<file path="src/rtl/core/ptdu_pkg.sv">
// ----------------------------------------------------------------------------
// Prime test package
// Shared constants for the trial-division primality tester.
// ----------------------------------------------------------------------------
package ptdu_pkg;

    // Default width of the tested integer.
    localparam int DEF_VALUE_WIDTH = 32;

    // The modulus of the first filter and the step between divisor pairs.
    localparam int WHEEL_MODULUS = 6;

    // First divisor of the 6k-1 / 6k+1 sequence.
    localparam int FIRST_DIVISOR = 5;

    // Offset of the second divisor of a pair.
    localparam int PAIR_OFFSET = 2;

    // Residues modulo 6 that can still belong to a prime.
    localparam int RESIDUE_LOW  = 1;
    localparam int RESIDUE_HIGH = 5;

    // Smallest values handled without division.
    localparam int SMALL_PRIME_A = 2;
    localparam int SMALL_PRIME_B = 3;
    localparam int SMALL_LIMIT   = 4;

endpackage

</file>
<file path="src/rtl/core/prime_test_trial_division_unit.sv">
// ----------------------------------------------------------------------------
// Prime test by trial division
// Tests one signed integer for primality with 6k-1 / 6k+1 divisor pairs,
// using a single bit-serial restoring divider under a small sequencer.
// ----------------------------------------------------------------------------
// Use: drive value and raise start while busy is low; the request is taken at
// that clock edge. The answer appears on is_prime, marked by done, which is high for
// a single cycle. The receiver cannot stall, so the result must be taken in
// that cycle.
// Negative values, values up to 4, 2 and 3 are settled at once: done rises
// in the cycle after the request and busy never goes high.
// Every other value runs through one shared divider that produces one
// quotient bit per cycle: each division runs VALUE_WIDTH shift steps and
// then one evaluation step. A test needs one division by 6 and then up to
// two divisions per divisor pair. For 32-bit values the worst case is about
// 7700 pairs. The divider is the sole limit on rate; busy stays high
// throughout.
// A new request may be given in the cycle in which done is high.
// Reset returns the sequencer to idle and discards any test in progress.
// ----------------------------------------------------------------------------
module prime_test_trial_division_unit #(
    parameter int VALUE_WIDTH = ptdu_pkg::DEF_VALUE_WIDTH
) (
    input  logic                          clk,
    input  logic                          rst_n,
    input  logic                          start,
    input  logic signed [VALUE_WIDTH-1:0] value,
    output logic                          busy,
    output logic                          done,
    output logic                          is_prime
);

    // The last divisor used stays below the square root of the value plus six.
    localparam int DW = (VALUE_WIDTH + 1) / 2 + 1;
    localparam int CW = (VALUE_WIDTH > 1) ? $clog2(VALUE_WIDTH) : 1;

    localparam logic [1:0] S_IDLE = 2'd0;
    localparam logic [1:0] S_DIV  = 2'd1;
    localparam logic [1:0] S_EVAL = 2'd2;

    localparam logic [1:0] PH_MOD6 = 2'd0;
    localparam logic [1:0] PH_LOW  = 2'd1;
    localparam logic [1:0] PH_HIGH = 2'd2;

    logic [1:0]             state_reg, state_next;
    logic [1:0]             phase_reg, phase_next;
    logic                   done_reg, done_next;
    logic [CW-1:0]          cnt_reg, cnt_next;

    logic [VALUE_WIDTH-1:0] n_reg, n_next;
    logic [DW-1:0]          d_reg, d_next;
    logic [DW-1:0]          dvsr_reg, dvsr_next;
    logic [VALUE_WIDTH-1:0] quo_reg, quo_next;
    logic [DW-1:0]          rem_reg, rem_next;
    logic                   prime_reg, prime_next;

    logic [DW:0]            trial;
    logic [DW:0]            diff;
    logic                   fits;
    logic [VALUE_WIDTH-1:0] raw;

    assign raw   = VALUE_WIDTH'(value);
    assign trial = {rem_reg, quo_reg[VALUE_WIDTH-1]};
    assign diff  = trial - {1'b0, dvsr_reg};
    assign fits  = ~diff[DW];

    always_comb
    begin
        logic          launch;
        logic          finish;
        logic          verdict;
        logic [DW-1:0] launch_dvsr;

        launch      = 1'b0;
        finish      = 1'b0;
        verdict     = 1'b0;
        launch_dvsr = dvsr_reg;

        state_next = state_reg;
        phase_next = phase_reg;
        done_next  = 1'b0;
        cnt_next   = cnt_reg;
        n_next     = n_reg;
        d_next     = d_reg;
        dvsr_next  = dvsr_reg;
        quo_next   = quo_reg;
        rem_next   = rem_reg;
        prime_next = prime_reg;

        unique case (state_reg)
            S_IDLE:
            begin
                if (start)
                begin
                    n_next = raw;
                    d_next = DW'(ptdu_pkg::FIRST_DIVISOR);
                    if (raw[VALUE_WIDTH-1])
                    begin
                        finish = 1'b1;
                    end
                    else if (raw == VALUE_WIDTH'(ptdu_pkg::SMALL_PRIME_A) ||
                             raw == VALUE_WIDTH'(ptdu_pkg::SMALL_PRIME_B))
                    begin
                        finish  = 1'b1;
                        verdict = 1'b1;
                    end
                    else if (raw <= VALUE_WIDTH'(ptdu_pkg::SMALL_LIMIT))
                    begin
                        finish = 1'b1;
                    end
                    else
                    begin
                        phase_next = PH_MOD6;
                        dvsr_next  = DW'(ptdu_pkg::WHEEL_MODULUS);
                        quo_next   = raw;
                        rem_next   = '0;
                        cnt_next   = '0;
                        state_next = S_DIV;
                    end
                end
            end

            S_DIV:
            begin
                quo_next = {quo_reg[VALUE_WIDTH-2:0], fits};
                rem_next = fits ? diff[DW-1:0] : trial[DW-1:0];
                cnt_next = cnt_reg + 1'b1;
                if (cnt_reg == CW'(VALUE_WIDTH - 1))
                begin
                    state_next = S_EVAL;
                end
            end

            S_EVAL:
            begin
                case (phase_reg)
                    PH_MOD6:
                    begin
                        if (rem_reg == DW'(ptdu_pkg::RESIDUE_LOW) ||
                            rem_reg == DW'(ptdu_pkg::RESIDUE_HIGH))
                        begin
                            phase_next  = PH_LOW;
                            launch      = 1'b1;
                            launch_dvsr = d_reg;
                        end
                        else
                        begin
                            finish = 1'b1;
                        end
                    end

                    PH_LOW:
                    begin
                        // Quotient below the divisor means d*d exceeds the value.
                        if (quo_reg < VALUE_WIDTH'(d_reg))
                        begin
                            finish  = 1'b1;
                            verdict = 1'b1;
                        end
                        else if (rem_reg == '0)
                        begin
                            finish = 1'b1;
                        end
                        else
                        begin
                            phase_next  = PH_HIGH;
                            launch      = 1'b1;
                            launch_dvsr = d_reg + DW'(ptdu_pkg::PAIR_OFFSET);
                        end
                    end

                    PH_HIGH:
                    begin
                        if (rem_reg == '0)
                        begin
                            finish = 1'b1;
                        end
                        else
                        begin
                            d_next      = d_reg + DW'(ptdu_pkg::WHEEL_MODULUS);
                            phase_next  = PH_LOW;
                            launch      = 1'b1;
                            launch_dvsr = d_reg + DW'(ptdu_pkg::WHEEL_MODULUS);
                        end
                    end

                    default:
                    begin
                        finish = 1'b1;
                    end
                endcase
            end

            default:
            begin
                state_next = S_IDLE;
            end
        endcase

        if (launch)
        begin
            dvsr_next  = launch_dvsr;
            quo_next   = n_reg;
            rem_next   = '0;
            cnt_next   = '0;
            state_next = S_DIV;
        end

        if (finish)
        begin
            done_next  = 1'b1;
            prime_next = verdict;
            state_next = S_IDLE;
        end
    end

    always_ff @(posedge clk or negedge rst_n)
    begin
        if (!rst_n)
        begin
            state_reg <= S_IDLE;
            phase_reg <= PH_MOD6;
            done_reg  <= 1'b0;
            cnt_reg   <= '0;
        end
        else
        begin
            state_reg <= state_next;
            phase_reg <= phase_next;
            done_reg  <= done_next;
            cnt_reg   <= cnt_next;
        end
    end

    always_ff @(posedge clk)
    begin
        n_reg     <= n_next;
        d_reg     <= d_next;
        dvsr_reg  <= dvsr_next;
        quo_reg   <= quo_next;
        rem_reg   <= rem_next;
        prime_reg <= prime_next;
    end

    assign busy     = (state_reg != S_IDLE);
    assign done     = done_reg;
    assign is_prime = prime_reg;

    // A result only follows a request or a running test.
    a_done_has_cause: assert property (@(posedge clk) disable iff (!rst_n)
        done |-> ($past(start) || $past(busy)))
        else $error("result strobe without a request or a running test");

    // The sequencer is idle whenever a result is shown.
    a_done_idle: assert property (@(posedge clk) disable iff (!rst_n)
        done |-> !busy)
        else $error("result strobe while a test is still running");

    // The divider never runs with a zero divisor.
    a_div_nonzero: assert property (@(posedge clk) disable iff (!rst_n)
        (state_reg == S_DIV) |-> (dvsr_reg != '0))
        else $error("division started with a zero divisor");

    // Restoring division keeps the partial remainder below the divisor.
    a_rem_bound: assert property (@(posedge clk) disable iff (!rst_n)
        (state_reg == S_DIV || state_reg == S_EVAL) |-> (rem_reg < dvsr_reg))
        else $error("partial remainder reached the divisor");

    // Each division runs for exactly one step per value bit.
    a_div_length: assert property (@(posedge clk) disable iff (!rst_n)
        (state_reg == S_DIV && state_next == S_EVAL) |->
            (cnt_reg == CW'(VALUE_WIDTH - 1)))
        else $error("division left before its last step");

endmodule
</file>
<file path="config.mk">
export PLATFORM = sky130hd
export DESIGN_NAME = prime_test_trial_division_unit
export DESIGN_NICKNAME = d
export VERILOG_FILES = /design/src/rtl/core/ptdu_pkg.sv /design/src/rtl/core/prime_test_trial_division_unit.sv
export SDC_FILE = /design/constraint.sdc
export NUM_CORES = 1
export LEC_CHECK = 0
export ABC_CLOCK_PERIOD_IN_PS = 5550
export BUFFER_PORTS_ARGS = -buffer_cell sky130_fd_sc_hd__buf_4
export CAP_MARGIN = 30
export CORE_MARGIN = 1
export CORE_UTILIZATION = 30
export CTS_CLUSTER_DIAMETER = 50
export CTS_CLUSTER_SIZE = 24
export DETAILED_ROUTE_END_ITERATION = 16
export SETUP_SLACK_MARGIN = 0.02
export SLEW_MARGIN = 20
export SYNTH_ARGS = -nofsm -noshare
export SYNTH_HDL_FRONTEND = slang
export SYNTH_SLANG_ARGS = --single-unit
</file>
<file path="constraint.sdc">
create_clock -name clk -period 5.55 [get_ports clk]
set_clock_uncertainty 0.2 [all_clocks]
set_input_delay 0.2775 -clock clk [delete_from_list [all_inputs] [get_ports clk]]
set_output_delay 0.2775 -clock clk [all_outputs]
set_load 0.02 [all_outputs]
</file>
==> impl_metrics.py <==
metrics = {
    "route": {
        "firstDrtPassIters": 5,
        "wl_per_cell_um": 16.3,
        "drc": 0,
        "routed_via_density": 5.26,
        "num_vias": 6144,
        "drtIter0Drc": 444,
        "wl_um": 19000,
        "ant_nets": 0,
    },
    "sta": {
        "finalHoldViolCount": 0,
        "setup_violations": 0,
        "timing.slew.headroom_pct": 42.8,
        "setup_tns_ns": 0,
        "rsz0062_at_grt": "no",
        "tightestPinTransition_ns": 0.858,
        "worst_slack_ns": 1.81,
        "max_freq_mhz": 267,
        "fin_crit_ns": 3.74,
        "drv_slew": 0,
        "period_share_pct": 67.4,
    },
    "placed_design": {
        "post-place-ws_ns": 1.81,
        "gp_congestion": 0.872,
        "placed_area_um2": 8080,
        "hpwl_um": 13000,
        "portBuffers": 37,
    },
    "clock_tree": {
        "cts.sinks": 125,
        "clock_latency_ns": 0.42,
        "path_clk_slew_ns": 0.06,
        "cts_setup_buffers": 0,
        "clockRootBuffer": "clkbuf_16",
        "cts-resized-gates": 0,
        "cts_buffers": 17,
        "cts_buffer_depth": 2,
        "cts_max_level": 4,
        "cts_tree": "built",
    },
    "yosys": {
        "synthFlopType": "edfxtp_1",
        "ys_seq_elements": 125,
        "syn_avg_cell_area_um2": 9.71,
        "synth_nets": 847,
        "ys_warn_count": 0,
        "synth-edff-count": 98,
        "ys_seq_area_share_pct": 47.3,
        "async_reset_ff_share_pct": 8.00,
        "synthesis.area_um2": 7480,
        "ys_types": 72,
        "synthCells": 770,
    },
    "global_route": {
        "grt_max_degree": 89,
        "grt_overflow": 0,
        "grt_pass1_vias": 5745,
        "grt_usage_pct": 15.1,
        "antenna_found_initial": 0,
        "grt_first_pass_wirelength_um": 30600,
    },
    "pwr": {
        "powerDensity_nw_per_um2": 469,
        "finalPower_w": 0.00423,
        "peakVddDrop_mv": 0.235,
        "leakagePower_nw": 3.49,
    },
    "run": {
        "cap_violations": 0,
    },
    "cells_and_area": {
        "antennaDiodeCount": 0,
        "nFillCells": 2487,
        "drive_above_1_share_pct": 12.6,
        "area_growth_pct": 20.5,
        "stdcell_area_um2": 9010,
        "seq_area_um2": 3530,
        "multi_input_area_um2": 3610,
        "final_nets": 908,
    },
    "hold_path": {
        "hp-class": "in2async",
    },
    "floorplan": {
        "rows": 57,
        "die_w_um": 160,
        "die-area_um2": 25600,
        "ios": 38,
        "initial_core_util_pct": 30.7,
        "die_height_um": 160,
        "coreArea_um2": 24400,
    },
    "critical_path": {
        "required_ns": 5.42,
        "path_max_fanout": 33,
        "cp-start-kind": "flip-flop",
        "critPathArrivalTime_ns": 3.61,
        "crit_start": "phase_reg[0]",
        "path_class": "reg2reg",
        "r2r-start": "phase_reg[0]",
        "endpoint_kind": "flip-flop",
    },
    "status": {
        "status": "finished clean",
    },
}
## final timing paths
kind,end,slack [ns],cells after the start
setup / recovery,quo_reg[10],1.81,10
hold / removal,done,0.03,2
setup reg to reg,quo_reg[10],1.81,10
hold reg to reg,cnt_reg[0],0.30,1
max in group asynchronous,state_reg[0],4.96,2
min in group clk,cnt_reg[4],0.29,4
## through the flow
| step | cells | util, % | hold slack (ns) |
|---|---|---|---|
| after floorplan | 770 | - | -0.218 |
| after global placement | 1103 | 33.1 | -0.0762 |
| after detailed placement | 1103 | 33.1 | -0.0766 |
| after CTS | 1168 | 36.9 | 0.0215 |
| after global routing | 1168 | 36.9 | 0.0305 |
| final | 1168 | 36.9 | 0.0340 |
## report_power, final
part | leakage, nW | switching (W) | internal, W
logic | 1.98 | 0.000875 | 0.000691
registers | 1.22 | 0.000200 | 0.00132
clock network | 0.292 | 0.000403 | 0.000742
total | 3.49 | 0.00148 | 0.00275
## worst max-delay path: stages (launching register included)
cell and delay [ns]:
dfrtp_1 0.40, inv_1 0.12, ha_1 0.61, clkinv_1 0.51, a21oi_1 0.26, o22ai_1 0.19
a2bb2oi_4 0.20, inv_1 0.23, nor2_2 0.17, inv_1 0.10, buf_4 0.37
## cell families after synthesis
group	Yosys count	share of synthesized area [%]
AO/OA/AOI/OAI	196	19.0
XOR/XNOR	22	2.58
adder cells (fa/ha/maj)	42	7.13
buffers and inverters	86	4.82
flip-flops	125	47.3
multiplexers	7	1.02
AND/OR/NAND/NOR	292	18.2
## synth_stat cells (10+ instances only)
library cell,n,share of area (%)
and3_1,14,1.2
xnor2_1,17,2.0
a21oi_1,37,2.5
a31oi_1,33,2.8
clkbuf_1,30,1.5
o21ai_0,29,1.9
a211oi_1,17,1.7
ha_1,41,6.9
inv_1,48,2.4
nor4_1,18,1.5
nand3_1,17,1.1
dfrtp_1,10,3.3
nor2_1,86,4.3
dfxtp_1,17,4.6
edfxtp_1,98,39
nand2_1,98,4.9
nor3_1,14,0.94
## layout make-up
class                      count  area share, %
clock buffer                  18           4.76
tap                          324           4.50
clock inverter                14           1.94
multi-input combinational    559           40.0
timing repair buffer          79           7.50
sequential                   125           39.2
inverter                      49           2.04
## layer usage
metal / GRT usage [%] / up-vias / share of wire [%]
met2: 23.5 / 147 / 46
met4: 5.45 / 0 / 1.7
li1: - / 3006 / -
met1: 21.1 / 2958 / 49
met3: 2.70 / 33 / 4.0
met5: 0 / - / 0
## timing repair
action	4_1_cts	5_1_grt
endpoints found under the setup margin	0	0
hold buffers	33	0
hold endpoints to repair	42	0
## cells in the final DEF, fill, tap and decap left out, types with 5 or more instances in the layout
cell,count
nor2_1,85
o21a_1,5
nand2b_1,7
dfrtp_1,10
a221o_2,7
mux2_2,5
dlygate4sd3_1,33
a221o_1,9
nor4_1,18
and3_1,14
nand2_1,98
a31oi_1,33
or3_1,6
buf_4,46
o21ai_0,28
a21o_1,6
a21oi_1,37
a211oi_1,17
nor3_1,14
o211ai_1,5
ha_1,41
inv_1,48
nand4_1,9
edfxtp_1,98
dfxtp_1,17
clkbuf_16,17
and4_1,7
or2_2,5
xnor2_1,17
xor2_1,5
nand3_1,17
Power figures use the tool's default switching activity.
